## src/design/sbd_pkg.sv

```systemverilog
package sbd_pkg;

   localparam int REQ_DW   = 120;
   localparam int RSP_DW   = 80;
   localparam int CSR_AW   = 3;
   localparam int CSR_DW   = 17;

   localparam int CW       = 34;
   localparam int DIV_NW   = 40;
   localparam int DIV_DW   = 17;
   localparam int SQ_RW    = 62;
   localparam int ROOT_W   = 31;

   typedef logic signed [CW-1:0] cword_type;

   typedef struct packed {
      logic      start;
      logic      vector;
      cword_type x;
      cword_type y;
      cword_type z;
   } cor_req_type;

   typedef struct packed {
      logic      done;
      logic      busy;
      cword_type x;
      cword_type y;
      cword_type z;
   } cor_rsp_type;

   typedef enum logic [CSR_AW-1:0] {
      CSR_SLOW_SPEED     = 3'd0,
      CSR_FAST_SPEED     = 3'd1,
      CSR_SLOW_INTERVAL  = 3'd2,
      CSR_FAST_INTERVAL  = 3'd3,
      CSR_MIN_DISTANCE   = 3'd4,
      CSR_MIN_GAP        = 3'd5,
      CSR_TURN_THRESHOLD = 3'd6,
      CSR_TURN_SLOPE     = 3'd7
   } csr_idx_type;

   localparam logic signed [31:0] UDEG_TO_RAD = 32'sd314410567;
   localparam logic signed [31:0] EARTH_2R    = 32'sd12742000;
   localparam logic signed [34:0] Q30_PI      = 35'sd3373259426;
   localparam logic signed [34:0] Q30_HALF_PI = 35'sd1686629713;
   localparam logic signed [34:0] Q30_TWO_PI  = 35'sd6746518852;
   localparam cword_type          CORDIC_K    = 34'sd652032874;
   localparam logic [32:0]        ONE_Q32     = 33'h100000000;

   function automatic cword_type atan_q30(input logic [4:0] idx);
      logic [31:0] v;
      case (idx)
         5'd0:  v = 32'h3243F6A8;
         5'd1:  v = 32'h1DAC6705;
         5'd2:  v = 32'h0FADBAFC;
         5'd3:  v = 32'h07F56EA6;
         5'd4:  v = 32'h03FEAB76;
         5'd5:  v = 32'h01FFD55B;
         5'd6:  v = 32'h00FFFAAA;
         5'd7:  v = 32'h007FFF55;
         5'd8:  v = 32'h003FFFEA;
         5'd9:  v = 32'h001FFFFD;
         5'd10: v = 32'h000FFFFF;
         5'd11: v = 32'h0007FFFF;
         5'd12: v = 32'h0003FFFF;
         5'd13: v = 32'h0001FFFF;
         5'd14: v = 32'h0000FFFF;
         5'd15: v = 32'h00007FFF;
         5'd16: v = 32'h00003FFF;
         5'd17: v = 32'h00001FFF;
         5'd18: v = 32'h00000FFF;
         5'd19: v = 32'h000007FF;
         5'd20: v = 32'h000003FF;
         5'd21: v = 32'h000001FF;
         5'd22: v = 32'h000000FF;
         5'd23: v = 32'h0000007F;
         5'd24: v = 32'h0000003F;
         5'd25: v = 32'h0000001F;
         5'd26: v = 32'h0000000F;
         5'd27: v = 32'h00000008;
         5'd28: v = 32'h00000004;
         5'd29: v = 32'h00000002;
         5'd30: v = 32'h00000001;
         default: v = 32'h00000000;
      endcase
      return {2'b00, v};
   endfunction

   // seconds to milliseconds: x*1024 - x*16 - x*8
   function automatic logic [21:0] sec_to_ms(input logic [11:0] s);
      return {s, 10'b0} - {6'b0, s, 4'b0} - {7'b0, s, 3'b0};
   endfunction

   // x*64 + x*32 + x*4
   function automatic logic [16:0] times_100(input logic [9:0] s);
      return {1'b0, s, 6'b0} + {2'b0, s, 5'b0} + {5'b0, s, 2'b0};
   endfunction

endpackage

```

## src/design/sbd_sqrt.sv

```systemverilog
module sbd_sqrt
   import sbd_pkg::*;
(
   input  logic              clock,
   input  logic              reset,
   input  logic              start,
   input  logic [SQ_RW-1:0]  radicand,
   output logic              done,
   output logic [ROOT_W-1:0] root
);

   localparam int CNT_W = $clog2(ROOT_W);
   localparam int REM_W = ROOT_W + 4;

   logic              busy_ff, busy_in;
   logic              done_ff, done_in;
   logic [CNT_W-1:0]  cnt_ff, cnt_in;
   logic [SQ_RW-1:0]  rad_ff, rad_in;
   logic [REM_W-1:0]  rem_ff, rem_in;
   logic [ROOT_W-1:0] root_ff, root_in;

   logic [REM_W-1:0]  remx, trial;
   logic              ge;

   always_comb begin
      remx  = {rem_ff[ROOT_W+1:0], rad_ff[SQ_RW-1 -: 2]};
      trial = {2'b00, root_ff, 2'b01};
      ge    = remx >= trial;

      busy_in = busy_ff;
      done_in = 1'b0;
      cnt_in  = cnt_ff;
      rad_in  = rad_ff;
      rem_in  = rem_ff;
      root_in = root_ff;
      if (start && !busy_ff) begin
         busy_in = 1'b1;
         cnt_in  = CNT_W'(ROOT_W - 1);
         rad_in  = radicand;
         rem_in  = '0;
         root_in = '0;
      end else if (busy_ff) begin
         rad_in  = {rad_ff[SQ_RW-3:0], 2'b00};
         rem_in  = ge ? remx - trial : remx;
         root_in = {root_ff[ROOT_W-2:0], ge};
         if (cnt_ff == '0) begin
            busy_in = 1'b0;
            done_in = 1'b1;
         end else begin
            cnt_in = cnt_ff - 1'b1;
         end
      end
   end

   always_ff @(posedge clock) begin
      if (reset) begin
         busy_ff <= 1'b0;
         done_ff <= 1'b0;
      end else begin
         busy_ff <= busy_in;
         done_ff <= done_in;
      end
   end

   always_ff @(posedge clock) begin
      cnt_ff  <= cnt_in;
      rad_ff  <= rad_in;
      rem_ff  <= rem_in;
      root_ff <= root_in;
   end

   assign done = done_ff;
   assign root = root_ff;

endmodule

```

## config.mk

```make
export PLATFORM = sky130hd
export DESIGN_NAME = sbd_sqrt
export DESIGN_NICKNAME = d
export VERILOG_FILES = /design/src/design/sbd_pkg.sv /design/src/design/sbd_sqrt.sv
export SDC_FILE = /design/constraint.sdc
export NUM_CORES = 1
export LEC_CHECK = 0
export BUFFER_PORTS_ARGS = -buffer_cell sky130_fd_sc_hd__buf_2
export CELL_PAD_IN_SITES_DETAIL_PLACEMENT = 1
export CELL_PAD_IN_SITES_GLOBAL_PLACEMENT = 2
export CORE_UTILIZATION = 33
export DETAILED_ROUTE_END_ITERATION = 12
export PLACE_DENSITY = 0.84
export SLEW_MARGIN = 20
export SYNTH_ARGS = -nofsm -noshare
export SYNTH_HDL_FRONTEND = slang
export SYNTH_SLANG_ARGS = --single-unit
```

## constraint.sdc

```tcl
create_clock -name clock -period 2.6 [get_ports clock]
set_input_delay 0.52 -clock clock [delete_from_list [all_inputs] [get_ports clock]]
set_output_delay 0.52 -clock clock [all_outputs]
set_load 0.05 [all_outputs]
```

==> impl_metrics.json <==
{
  "clkSlewWorstSetupHoldPaths_ns": 0.07,
  "vias_per_cell": 5.15,
  "start_kind": "flip-flop",
  "slowest_delay_ns": 0.39,
  "cts_sinks": 133,
  "tightestPinTransition_ns": 0.682,
  "synth_nets": 827,
  "drt_wl_total_mm": 21.2,
  "syn_inst": 728,
  "fmax_mhz": 371,
  "final_cell_area_sq_mm": 0.0103,
  "status": "finished with violations",
  "dp_slack_ns": -0.176,
  "die_x_um": 151,
  "path_cells": "inv_1, ha_4, nand2_2, buf_4, o21ai_0, a2111oi_1, nor3_1, mux2i_1, o31ai_1, a311oi_1, o21ai_1",
  "numCtsBuffers": 17,
  "ctsHoldBuffers": 0,
  "cp_slowest_cell": "nor3_1",
  "maxSlewHeadroom_pct": 54.5,
  "grt_pass1_wl_mm": 33.0,
  "hold_violations": 0,
  "finalCritPeriodShare_pct": 104,
  "yosys.area.top_type_share_pct": 25.6,
  "post_drt_wl_per_cell_um": 17.2,
  "fill_cells": 2353,
  "ctsLongestPathBuffers": 2,
  "die_h_um": 151,
  "dp_hpwl_mm": 15.0,
  "crit_type": "reg2reg",
  "grt_use_total_pct": 18.9,
  "ant_nets": 0,
  "std_cell_rows": 53,
  "drv_slew": 0,
  "yosysMostFrequentCell": "nand2_1",
  "worstPathMaxFanout": 3,
  "die-area_sq_mm": 0.0227,
  "vdd_ir_drop_max_uv": 627,
  "violations": "negative setup slack",
  "root_buffer": "clkbuf_16",
  "syn_area_per_cell_sq_um": 10.0,
  "layout_min_cycle_time_ns": 2.70,
  "portBuffers": 96,
  "postSynth.asyncResetShare_pct": 0,
  "grt_max_degree": 68,
  "setup_ws_ns": -0.0962,
  "yosysTopAreaCell": "edfxtp_1",
  "num_vias": 6341,
  "antenna_found_initial": 5,
  "firstDrtPassIters": 4,
  "p_leak_uw": 0.00417,
  "synth_edf_count": 62,
  "core_sq_mm": 0.0214,
  "synth_area_leaders": "edfxtp_1 (26%), dfxtp_1 (20%), mux2_2 (9.6%)",
  "end_kind": "flip-flop",
  "setup_viol": 5,
  "skew_ns": 0.0131,
  "nNetsFinal": 1041,
  "min_path_type": "in2reg",
  "grt_pass1_vias": 6683,
  "synth_area_sq_mm": 0.00728,
  "p_per_area_mw_per_mm2": 1180,
  "synth_seq_cells": 133,
  "required_ns": 2.90,
  "h-tree-depth": 4,
  "ys.warnings.count": 0,
  "drt_iter0_drc": 164,
  "worstPathArrival_ns": 3.00,
  "drc": 0,
  "ioPinCount": 97,
  "synth_cell_types": 62,
  "drive_gt1_share_pct": 47.5,
  "clk_latency_ns": 0.43,
  "cts_tree": "done",
  "cap_violations": 0,
  "ys_seq_area_share_pct": 45.1,
  "place_congestion": 0.908,
  "overflow": 0,
  "synth_commonest_cells": "nand2_1 (91), dfxtp_1 (71), edfxtp_1 (62), mux2_2 (62), a21oi_1 (43)",
  "syn_to_final_growth_pct": 41.6,
  "place_area_sq_mm": 0.00917,
  "initial_core_util_pct": 34.1,
  "yosys_most_used_dff": "dfxtp_1",
  "rsz0062_at_grt": "yes",
  "utilization_pct": 48.3
}
## power breakdown
part / total [uW] / switching (uW) / leakage, uW / internal [uW]
Sequential: 2740 / 209 / 0.00123 / 2530
Clock: 2330 / 1070 / 0.000266 / 1260
Combinational: 7070 / 3540 / 0.00267 / 3530
Total: 12100 / 4820 / 0.00417 / 7320
## worst paths after layout
| kind | start | depth (start not counted) | endpoint | slack [ns] |
|---|---|---|---|---|
| worst min register to register | root[19]$_SDFFE_PP0P_ | 2 | root[20]$_SDFFE_PP0P_ | 0.46 |
| worst min-delay path | reset | 2 | busy_ff$_SDFF_PP0_ | 0.27 |
| worst max-delay path | root[21]$_SDFFE_PP0P_ | 11 | rem_ff[29]$_SDFFE_PP0P_ | -0.1 |
| worst max register to register | root[21]$_SDFFE_PP0P_ | 11 | rem_ff[29]$_SDFFE_PP0P_ | -0.1 |
## cells in the final DEF (no fill, tap or decap), types with 7 or more instances in the layout
| cell type | instances |
|---|---|
| buf_4 | 127 |
| xnor2_1 | 18 |
| o211ai_1 | 18 |
| nand3_1 | 13 |
| dfxtp_2 | 8 |
| o21ai_1 | 9 |
| ha_1 | 15 |
| dfxtp_4 | 24 |
| nor3_1 | 9 |
| xor2_1 | 11 |
| a21o_1 | 10 |
| o31ai_1 | 33 |
| o21ai_0 | 18 |
| ha_4 | 16 |
| edfxtp_1 | 62 |
| inv_1 | 33 |
| a21oi_1 | 29 |
| nand2_1 | 88 |
| clkbuf_16 | 19 |
| dfxtp_1 | 39 |
| o21a_1 | 7 |
| nor2_1 | 20 |
| buf_12 | 7 |
| buf_2 | 96 |
| a21oi_2 | 13 |
| mux2_2 | 62 |
## state kept, by name, indices dropped and copies added, names as in the netlist
name,flops
rad_ff,62
root,31
done,1
cnt_ff,5
busy_ff,1
rem_ff,33
## critical path: cells and delay by family (launching register included)
kind                       cells  cell delay (ns)
and+or+nand+nor                2             0.46
buffers and inverters          2             0.22
adders and majority gates      1             0.28
AOI/OAI and AO/OA              5             1.00
DFF                            1             0.34
muxes                          1             0.28
## metrics by stage
step	std cells	setup TNS (ns)	hold WS, ns	power, uW
final	1231	-0.207	0.272	12100
after global routing	1230	-1.48	0.266	12900
after CTS	1221	-0.526	0.251	11200
after detailed placement	1183	-2.40	0.454	8400
after global placement	1183	-1.19	0.446	8290
after floorplan	728	-3.13	0.459	6400
## layout make-up
type                    instances  area (sq um)  share of cell area, %
multi-input cells             510          4160                   40.3
diodes                          1          2.50                 0.0243
flip-flops and latches        133          3380                   32.8
clock inverters                15           135                   1.31
well taps                     275           344                   3.34
inverters                      42           170                   1.65
repair buffers                238          1690                   16.4
clock buffers                  17           425                   4.12
## kinds of logic (layout without fill, tap and decap cells)
logic type / Yosys count / count (layout) / share of synthesized area [%]
xor+xnor: 30 / 30 / 3.61
mux: 65 / 65 / 10.0
flops: 133 / 133 / 45.1
other cells: 0 / 1 / 0
buf+inv: 85 / 312 / 4.88
compound gates: 189 / 189 / 17.9
simple gates: 192 / 192 / 12.7
fa+ha+maj: 34 / 34 / 5.84
## what timing repair did
item / 4_1_cts / 5_1_grt
pin swaps: 20 / 20
gates cloned: 0 / 2
endpoints found under the setup margin: 33 / 27
gates resized for setup: 27 / 63
setup buffers: 6 / 7
## per-layer routing
metal | vias up | track usage [%] | part of all wire, %
met3 | 28 | 6.48 | 6.2
met2 | 126 | 31.9 | 49
met5 | - | 0 | 0.15
li1 | 3115 | - | -
met1 | 3066 | 22.2 | 43
met4 | 6 | 6.36 | 1.5
No activity file was read; power rests on OpenSTA's default activity.
