===== src/design/sbd_pkg.sv =====
package sbd_pkg;

   localparam int REQ_DW   = 120;
   localparam int RSP_DW   = 80;
   localparam int CSR_AW   = 3;
   localparam int CSR_DW   = 17;

   localparam int CW       = 34;
   localparam int DIV_NW   = 40;
   localparam int DIV_DW   = 17;
   localparam int SQ_RW    = 62;
   localparam int ROOT_W   = 31;

   typedef logic signed [CW-1:0] cword_type;

   typedef struct packed {
      logic      start;
      logic      vector;
      cword_type x;
      cword_type y;
      cword_type z;
   } cor_req_type;

   typedef struct packed {
      logic      done;
      logic      busy;
      cword_type x;
      cword_type y;
      cword_type z;
   } cor_rsp_type;

   typedef enum logic [CSR_AW-1:0] {
      CSR_SLOW_SPEED     = 3'd0,
      CSR_FAST_SPEED     = 3'd1,
      CSR_SLOW_INTERVAL  = 3'd2,
      CSR_FAST_INTERVAL  = 3'd3,
      CSR_MIN_DISTANCE   = 3'd4,
      CSR_MIN_GAP        = 3'd5,
      CSR_TURN_THRESHOLD = 3'd6,
      CSR_TURN_SLOPE     = 3'd7
   } csr_idx_type;

   localparam logic signed [31:0] UDEG_TO_RAD = 32'sd314410567;
   localparam logic signed [31:0] EARTH_2R    = 32'sd12742000;
   localparam logic signed [34:0] Q30_PI      = 35'sd3373259426;
   localparam logic signed [34:0] Q30_HALF_PI = 35'sd1686629713;
   localparam logic signed [34:0] Q30_TWO_PI  = 35'sd6746518852;
   localparam cword_type          CORDIC_K    = 34'sd652032874;
   localparam logic [32:0]        ONE_Q32     = 33'h100000000;

   function automatic cword_type atan_q30(input logic [4:0] idx);
      logic [31:0] v;
      case (idx)
         5'd0:  v = 32'h3243F6A8;
         5'd1:  v = 32'h1DAC6705;
         5'd2:  v = 32'h0FADBAFC;
         5'd3:  v = 32'h07F56EA6;
         5'd4:  v = 32'h03FEAB76;
         5'd5:  v = 32'h01FFD55B;
         5'd6:  v = 32'h00FFFAAA;
         5'd7:  v = 32'h007FFF55;
         5'd8:  v = 32'h003FFFEA;
         5'd9:  v = 32'h001FFFFD;
         5'd10: v = 32'h000FFFFF;
         5'd11: v = 32'h0007FFFF;
         5'd12: v = 32'h0003FFFF;
         5'd13: v = 32'h0001FFFF;
         5'd14: v = 32'h0000FFFF;
         5'd15: v = 32'h00007FFF;
         5'd16: v = 32'h00003FFF;
         5'd17: v = 32'h00001FFF;
         5'd18: v = 32'h00000FFF;
         5'd19: v = 32'h000007FF;
         5'd20: v = 32'h000003FF;
         5'd21: v = 32'h000001FF;
         5'd22: v = 32'h000000FF;
         5'd23: v = 32'h0000007F;
         5'd24: v = 32'h0000003F;
         5'd25: v = 32'h0000001F;
         5'd26: v = 32'h0000000F;
         5'd27: v = 32'h00000008;
         5'd28: v = 32'h00000004;
         5'd29: v = 32'h00000002;
         5'd30: v = 32'h00000001;
         default: v = 32'h00000000;
      endcase
      return {2'b00, v};
   endfunction

   // seconds to milliseconds: x*1024 - x*16 - x*8
   function automatic logic [21:0] sec_to_ms(input logic [11:0] s);
      return {s, 10'b0} - {6'b0, s, 4'b0} - {7'b0, s, 3'b0};
   endfunction

   // x*64 + x*32 + x*4
   function automatic logic [16:0] times_100(input logic [9:0] s);
      return {1'b0, s, 6'b0} + {2'b0, s, 5'b0} + {5'b0, s, 2'b0};
   endfunction

endpackage


===== src/design/sbd_div.sv =====
module sbd_div
   import sbd_pkg::*;
(
   input  logic              clock,
   input  logic              reset,
   input  logic              start,
   input  logic [DIV_NW-1:0] dividend,
   input  logic [DIV_DW-1:0] divisor,
   output logic              done,
   output logic [DIV_NW-1:0] quotient
);

   localparam int CNT_W = $clog2(DIV_NW);

   logic              busy_ff, busy_in;
   logic              done_ff, done_in;
   logic [CNT_W-1:0]  cnt_ff, cnt_in;
   logic [DIV_NW-1:0] q_ff, q_in;
   logic [DIV_DW:0]   rem_ff, rem_in;
   logic [DIV_DW-1:0] dvs_ff, dvs_in;

   logic [DIV_DW:0]   remx;
   logic              ge;

   always_comb begin
      remx = {rem_ff[DIV_DW-1:0], q_ff[DIV_NW-1]};
      ge   = remx >= {1'b0, dvs_ff};

      busy_in = busy_ff;
      done_in = 1'b0;
      cnt_in  = cnt_ff;
      q_in    = q_ff;
      rem_in  = rem_ff;
      dvs_in  = dvs_ff;
      if (start && !busy_ff) begin
         busy_in = 1'b1;
         cnt_in  = CNT_W'(DIV_NW - 1);
         q_in    = dividend;
         rem_in  = '0;
         dvs_in  = divisor;
      end else if (busy_ff) begin
         rem_in = ge ? remx - {1'b0, dvs_ff} : remx;
         q_in   = {q_ff[DIV_NW-2:0], ge};
         if (cnt_ff == '0) begin
            busy_in = 1'b0;
            done_in = 1'b1;
         end else begin
            cnt_in = cnt_ff - 1'b1;
         end
      end
   end

   always_ff @(posedge clock) begin
      if (reset) begin
         busy_ff <= 1'b0;
         done_ff <= 1'b0;
      end else begin
         busy_ff <= busy_in;
         done_ff <= done_in;
      end
   end

   always_ff @(posedge clock) begin
      cnt_ff <= cnt_in;
      q_ff   <= q_in;
      rem_ff <= rem_in;
      dvs_ff <= dvs_in;
   end

   assign done     = done_ff;
   assign quotient = q_ff;

endmodule


===== config.mk =====
export PLATFORM = sky130hd
export DESIGN_NAME = sbd_div
export DESIGN_NICKNAME = d
export VERILOG_FILES = /design/src/design/sbd_pkg.sv /design/src/design/sbd_div.sv
export SDC_FILE = /design/constraint.sdc
export NUM_CORES = 1
export LEC_CHECK = 0
export BUFFER_PORTS_ARGS = -buffer_cell sky130_fd_sc_hd__buf_2
export CAP_MARGIN = 20
export CORE_MARGIN = 2
export CORE_UTILIZATION = 45
export DETAILED_ROUTE_END_ITERATION = 12
export PLACE_DENSITY = 0.69
export SLEW_MARGIN = 5
export SYNTH_ARGS = -nofsm -noshare
export SYNTH_HDL_FRONTEND = slang
export SYNTH_SLANG_ARGS = --single-unit

===== constraint.sdc =====
create_clock -name clock -period 2.8 [get_ports clock]
set_input_delay 0.7 -clock clock [delete_from_list [all_inputs] [get_ports clock]]
set_output_delay 0.7 -clock clock [all_outputs]
set_load 0.01 [all_outputs]

==> results of run 1 <==
==> cell type report <==
cell class / count / area share [%]
clock buffers: 10 / 2.57
clock inverters: 6 / 1.31
inverters: 24 / 1.82
multi-input cells: 319 / 35.9
flip-flops and latches: 82 / 44.6
well taps: 111 / 2.80
repair buffers: 106 / 11.0
==> placed cells by master, fill, tap and decap left out, drive strengths merged <==
master	count
inv	25
nor4	1
a21oi	16
nand2b	5
clkinv	4
a31oi	2
ha	19
fa	1
a211oi	4
a21o	7
nand3	16
dfxtp	25
xor2	8
and3	1
edfxtp	57
o211ai	16
mux2i	2
o21bai	2
o21ai	13
o41ai	1
xnor2	10
nor3	6
and2	2
clkbuf	10
bufinv	1
a22o	1
buf	106
a31o	1
o2bb2a	2
nor2b	1
nor2	12
a21boi	1
nand4	4
nand2	165
==> cells in the mapped netlist (all sizes together), types with 2 or more instances <==
library cell	count	area, um^2
nand2	165	619
edfxtp	57	1710
dfxtp	25	500
inv	23	86.3
ha	19	238
a21oi	16	83.8
nand3	16	80.1
o211ai	16	125
clkbuf	14	52.6
o21ai	13	72.6
nor2	12	45.0
xnor2	10	87.6
xor2	8	70.1
a21o	6	52.6
nor3	6	30.0
buf	5	37.5
nand2b	5	31.3
a211oi	4	35.0
nand4	4	25.0
a31oi	2	12.5
and2	2	12.5
mux2i	2	20.0
o21bai	2	15.0
o2bb2a	2	30.0
==> cells by family after synthesis <==
family          after synthesis
mux                           2
buf+inv                      43
xor+xnor                     18
compound gates               65
simple gates                213
flops                        82
fa+ha+maj                    20
==> registers in the layout, summed over array words and instances (netlist names) <==
register and cells:
rem_ff 17, busy_ff 1, cnt_ff 6, done 1, quotient 40, dvs_ff 17
==> path summary, 6_finish.rpt <==
| kind | start | end | slack, ns | cells after the start |
|---|---|---|---|---|
| max | quotient[39] | rem_ff[12] | 0.17 | 11 |
| min | rem_ff[10] | rem_ff[10] | 0.50 | 2 |
| max reg2reg | quotient[39] | rem_ff[12] | 0.17 | 11 |
| min reg2reg | rem_ff[10] | rem_ff[10] | 0.50 | 2 |
==> tightest hold or removal path: cells and delay by family, from the launching register on <==
kind | cells | cell delay [ns]
AOI/OAI and AO/OA | 1 | 0.07
and+or+nand+nor | 1 | 0.06
DFF | 1 | 0.33
==> per-layer routing <==
layer | share of wire [%] | up-vias | wire [um]
li1 | - | 1703 | -
met1 | 46 | 1547 | 4250
met2 | 46 | 98 | 4240
met3 | 6.9 | 18 | 638
met4 | 1.1 | 0 | 106
met5 | 0 | - | 0
==> through the flow <==
stage               hold WS (ns)  power (mW)  util (%)
floorplan                  0.440        2.83         -
CTS                        0.500        4.04      54.3
global placement           0.459        3.13      52.2
finish                     0.503        4.04      54.4
detailed placement         0.484        3.16      52.2
global route               0.501        4.32      54.4
==> report_power, final <==
part	switching, mW	internal [mW]
Combinational	0.868	0.610
Sequential	0.155	1.54
Clock	0.451	0.415
Total	1.47	2.56
==> impl_metrics.ini, run 1 <==
[outcome]
status = finished, final reports clean

[placed_design]
dp_hpwl_mm = 6.44
post_dp_cell_area_mm2 = 0.00476
dp_cells = 641
gp_congestion = 0.863
portBuffers = 100
pre_cts_ws_ns = 0.125

[finish]
fin_area_mm2 = 0.00496
num-fill-cells = 862
multi_input_area_mm2 = 0.00178
antenna_cells = 0
seqCellArea_mm2 = 0.00221
area_growth_pct = 19.1
finalNetCount = 622
drive_gt1_share_pct = 23.9
finalNonFillerCells = 658

[critical_path]
critPathCaptureType = flip-flop
cp.required_ns = 3.07
cp_num_buf_inv = 2
critPathMostFrequentCell = inv_1
crit_fanout = 17
crit_family = compound AO/OA/AOI/OAI gates
cpPeakStageDelay_ns = 0.43
worstPathArrival_ns = 2.90
crit_chain = inv_1, ha_1, inv_1, fa_1, a211oi_2, o211ai_2, a21boi_4, o41ai_1, a21o_4, o2bb2a_1, o21ai_0
worst_path_max_delay_cell = fa_1
path_class = flip-flop to flip-flop
worst_setup_path_start_kind = flip-flop

[synth]
ys_seq_elements = 82
synth-compound-area-share_pct = 11.3
synth_area_mm2 = 0.00416
syn_inst = 443
synthSimpleGateAreaFrac_pct = 20.7
synth_edf_count = 57
synthFlopType = edfxtp_1
synth_area_per_cell_um2 = 9.39
ys_types = 43
synthMuxAreaShare_pct = 0.481
synthAdderAreaFrac_pct = 6.19
async_flop_share_pct = 0
ys_seq_area_share_pct = 53.2
synth_top_family_by_area = simple AND/OR/NAND/NOR gates
synth_fp_nets = 523
synth_xor_area_share_pct = 3.79
ys_warn_count = 0

[routing]
dr.pass1.iters = 6
ant_nets = 0
routed_wl_mm = 9.23
viasPerCell = 5.12
drt_iter0_drc = 129
num_vias = 3366
wl_per_cell_um = 14.0
drc = 0

[sta]
fmax_ghz = 0.380
final.period_utilization_pct = 93.9
drv_slew = 0
rsz0062_at_grt = no
worstMarginPinSlew_ns = 0.528
hold_violations = 0
fin_ws_ns = 0.172
finalSetupTns_ns = 0
setup_viol = 0
finalClockSkew_ns = 0.0113
relSlewSlack_pct = 64.8
min_period_ns = 2.63

[cts]
ctsResizeCount = 0
tritoncts = built
htreeDepth = 3
clockRootBuffer = clkbuf_8
postCtsSetupRepairBufs = 0
numCtsBuffers = 9
clk_latency_ns = 0.35
clk_pin_slew_ns = 0.08
cts_hold_buffers = 0
cts.sinks = 82
clockBufferDepth = 2

[floorplan]
fp-row-count = 35
fp.coreArea_mm2 = 0.00911
chipWidth_um = 100
design.portCount = 101
initial_core_util_pct = 45.7
die_area_mm2 = 0.0100
die-height_um = 100

[power_and_ir_drop]
vdd_drop_max_v = 0.000359
p_per_area_mw_per_mm2 = 814
leakage_nw = 2.32

[grt]
grt_use_met1_pct = 24.4
grt_pass1_vias = 3208
gr-total-overflow = 0
grt_usage_pct = 18.7
antenna_found_initial = 0
grt.busiest_layer = met2
grt_pass1_wl_mm = 15.0
globalRouteMet3Util_pct = 6.34
use_met2_pct = 30.2
grt_max_degree = 43

[min_path]
hold_path.class = flip-flop to flip-flop

[run]
maxCapViolations = 0
(Power assumes the default switching activity.)
==> run 2, diff against run 1 <==
Settings changed: ABC_AREA set to 1, PLACE_DENSITY 0.69 to 0.68.
==> impl_metrics.ini, run 2 <==
[outcome]
status = finished, final reports clean

[synth]
synth_xor_area_share_pct = 1.71
synth_top_area_share_pct = 37.2
yosys.area.top_type = edfxtp_1
synth_area_leaders = edfxtp_1, nand2_1, dfxtp_1
ys_warn_count = 0
synth_edf_count = 57
synthMuxAreaShare_pct = 0
async_flop_share_pct = 0
synthFlopType = edfxtp_1
synth_top_family_by_area = simple AND/OR/NAND/NOR gates
ys_seq_elements = 82
synth_area_per_cell_um2 = 8.05
ys_types = 36
yosysMostFrequentCell = nand2_1
synthAdderAreaFrac_pct = 5.61
synthTopCellsByCount = nand2_1, inv_1, edfxtp_1
syn_inst = 571
synthSimpleGateAreaFrac_pct = 32.1
ys_seq_area_share_pct = 48.1
synth_area_mm2 = 0.00460
synth-compound-area-share_pct = 3.84
synth_fp_nets = 651

[critical_path]
path_class = flip-flop to flip-flop
worst_setup_path_start_kind = flip-flop
cp.required_ns = 3.04
worstPathArrival_ns = 2.51
crit_fanout = 11
r2r_slack_ns = 0.53
critPathCaptureType = flip-flop

[finish]
finalNonFillerCells = 811
final_cell_mix = nand2_1, buf_2, inv_1
num-fill-cells = 933
area_growth_pct = 18.7
finalNetCount = 753
final_common_cell = nand2_1
drive_gt1_share_pct = 22.6
largest_reg_flops = 40
antenna_cells = 0

[cts]
cts_hold_buffers = 0
tritoncts = built
cts.sinks = 82
clockBufferDepth = 2
ctsResizeCount = 0
postCtsSetupRepairBufs = 0
numCtsBuffers = 9
clockRootBuffer = clkbuf_8
clk_pin_slew_ns = 0.08
htreeDepth = 3
clk_latency_ns = 0.35

[sta]
finalClockSkew_ns = 0.0114
finalSetupTns_ns = 0
setup_viol = 0
min_period_ns = 2.27
final.period_utilization_pct = 81.0
drv_slew = 0
relSlewSlack_pct = 55.4
whs_ns = 0.473
rsz0062_at_grt = no
hold_violations = 0
fmax_ghz = 0.441
worstMarginPinSlew_ns = 0.669

[routing]
routed_wl_mm = 10.4
wl_per_cell_um = 12.9
num_vias = 3903
drc = 0
drt_iter0_drc = 231
dr.pass1.iters = 5
viasPerCell = 4.81
ant_nets = 0

[power_and_ir_drop]
p_switching_mw = 1.33
p_per_area_mw_per_mm2 = 718
power_frac_seq_pct = 40.8
combPwrFrac_pct = 32.9
leakage_nw = 2.86
power.internal_mw = 2.59
swShare_pct = 34.0
vdd_drop_max_v = 0.000376
power.share.clock_pct = 26.3

[floorplan]
design.portCount = 101
initial_core_util_pct = 46.6
chipWidth_um = 105
die_area_mm2 = 0.0110
die-height_um = 105
fp.coreArea_mm2 = 0.00986
fp-row-count = 36

[run]
maxCapViolations = 0

[min_path]
hold_path.class = flip-flop to flip-flop

[grt]
antenna_found_initial = 0
gr-total-overflow = 0
grt_max_degree = 62
grt_pass1_wl_mm = 17.7
grt_pass1_vias = 3949
grt_usage_pct = 20.0

[placed_design]
portBuffers = 100
dp_cells = 795
dp_hpwl_mm = 7.60
gp_congestion = 0.908
-- run 2: final cells by class --
cell class                      count  area, um^2  area share, %
Sequential cell                    82        2210           40.6
Multi-Input combinational cell    399        1990           36.6
Timing Repair Buffer              108         561           10.3
Inverter                           73         274           5.02
Clock buffer                       13         179           3.28
Tap cell                          133         166           3.05
Clock inverter                      3        68.8           1.26
-- run 2: path summary, 6_finish.rpt --
kind                 from         to  cells past startpoint
max          quotient[39]  rem_ff[0]                     11
min             rem_ff[9]  rem_ff[9]                      2
max reg2reg  quotient[39]  rem_ff[0]                     11
min reg2reg     rem_ff[9]  rem_ff[9]                      2
-- run 2: power groups by stage --
| stage | Combinational [mW] | Clock [mW] | Sequential (mW) |
|---|---|---|---|
| final | 1.29 | 1.03 | 1.60 |
| after global routing | 1.48 | 1.11 | 1.62 |
| after CTS | 1.29 | 1.06 | 1.60 |
| after detailed placement | 1.29 | 0 | 1.62 |
| after global placement | 1.27 | 0 | 1.61 |
| after floorplan | 0.952 | 0 | 1.64 |
-- run 2: per-stage QoR --
step / area (um^2) / total power [mW] / utilization [%] / setup slack, ns
6_report: 5460 / 3.92 / 55.3 / 0.532
5_1_grt: 5460 / 4.20 / 55.3 / 0.363
4_1_cts: 5460 / 3.95 / 55.3 / 0.541
3_5_place_dp: 5210 / 2.91 / 52.8 / 0.563
3_3_place_gp: 5210 / 2.89 / 52.8 / 0.648
2_1_floorplan: 4600 / 2.59 / - / 0.741
-- run 2: cell families (layout without fill, tap and decap cells) --
family                     after synthesis  count (layout)
and+or+nand+nor                        338             338
buffers and inverters                   90             197
DFF                                     82              82
AOI/OAI and AO/OA                       32              32
adders and majority gates               20              20
xor gates and xnor gates                 9               9
-- run 2: routing by layer --
metal  share of wire [%]  global-route usage, %
met5                   0                      0
met3                 7.6                   6.92
met4                 1.2                   5.81
met1                  46                   26.2
met2                  45                   31.4
-- run 2: worst max-delay path: stages, from the launching register on --
cell and delay (ns):
edfxtp_1 0.40, inv_1 0.10, ha_1 0.14, inv_1 0.07, fa_1 0.45, nand3_2 0.12
nand3_2 0.09, nand2_2 0.25, buf_4 0.26, nand3_1 0.10, nand3_1 0.09, o21ai_0 0.08
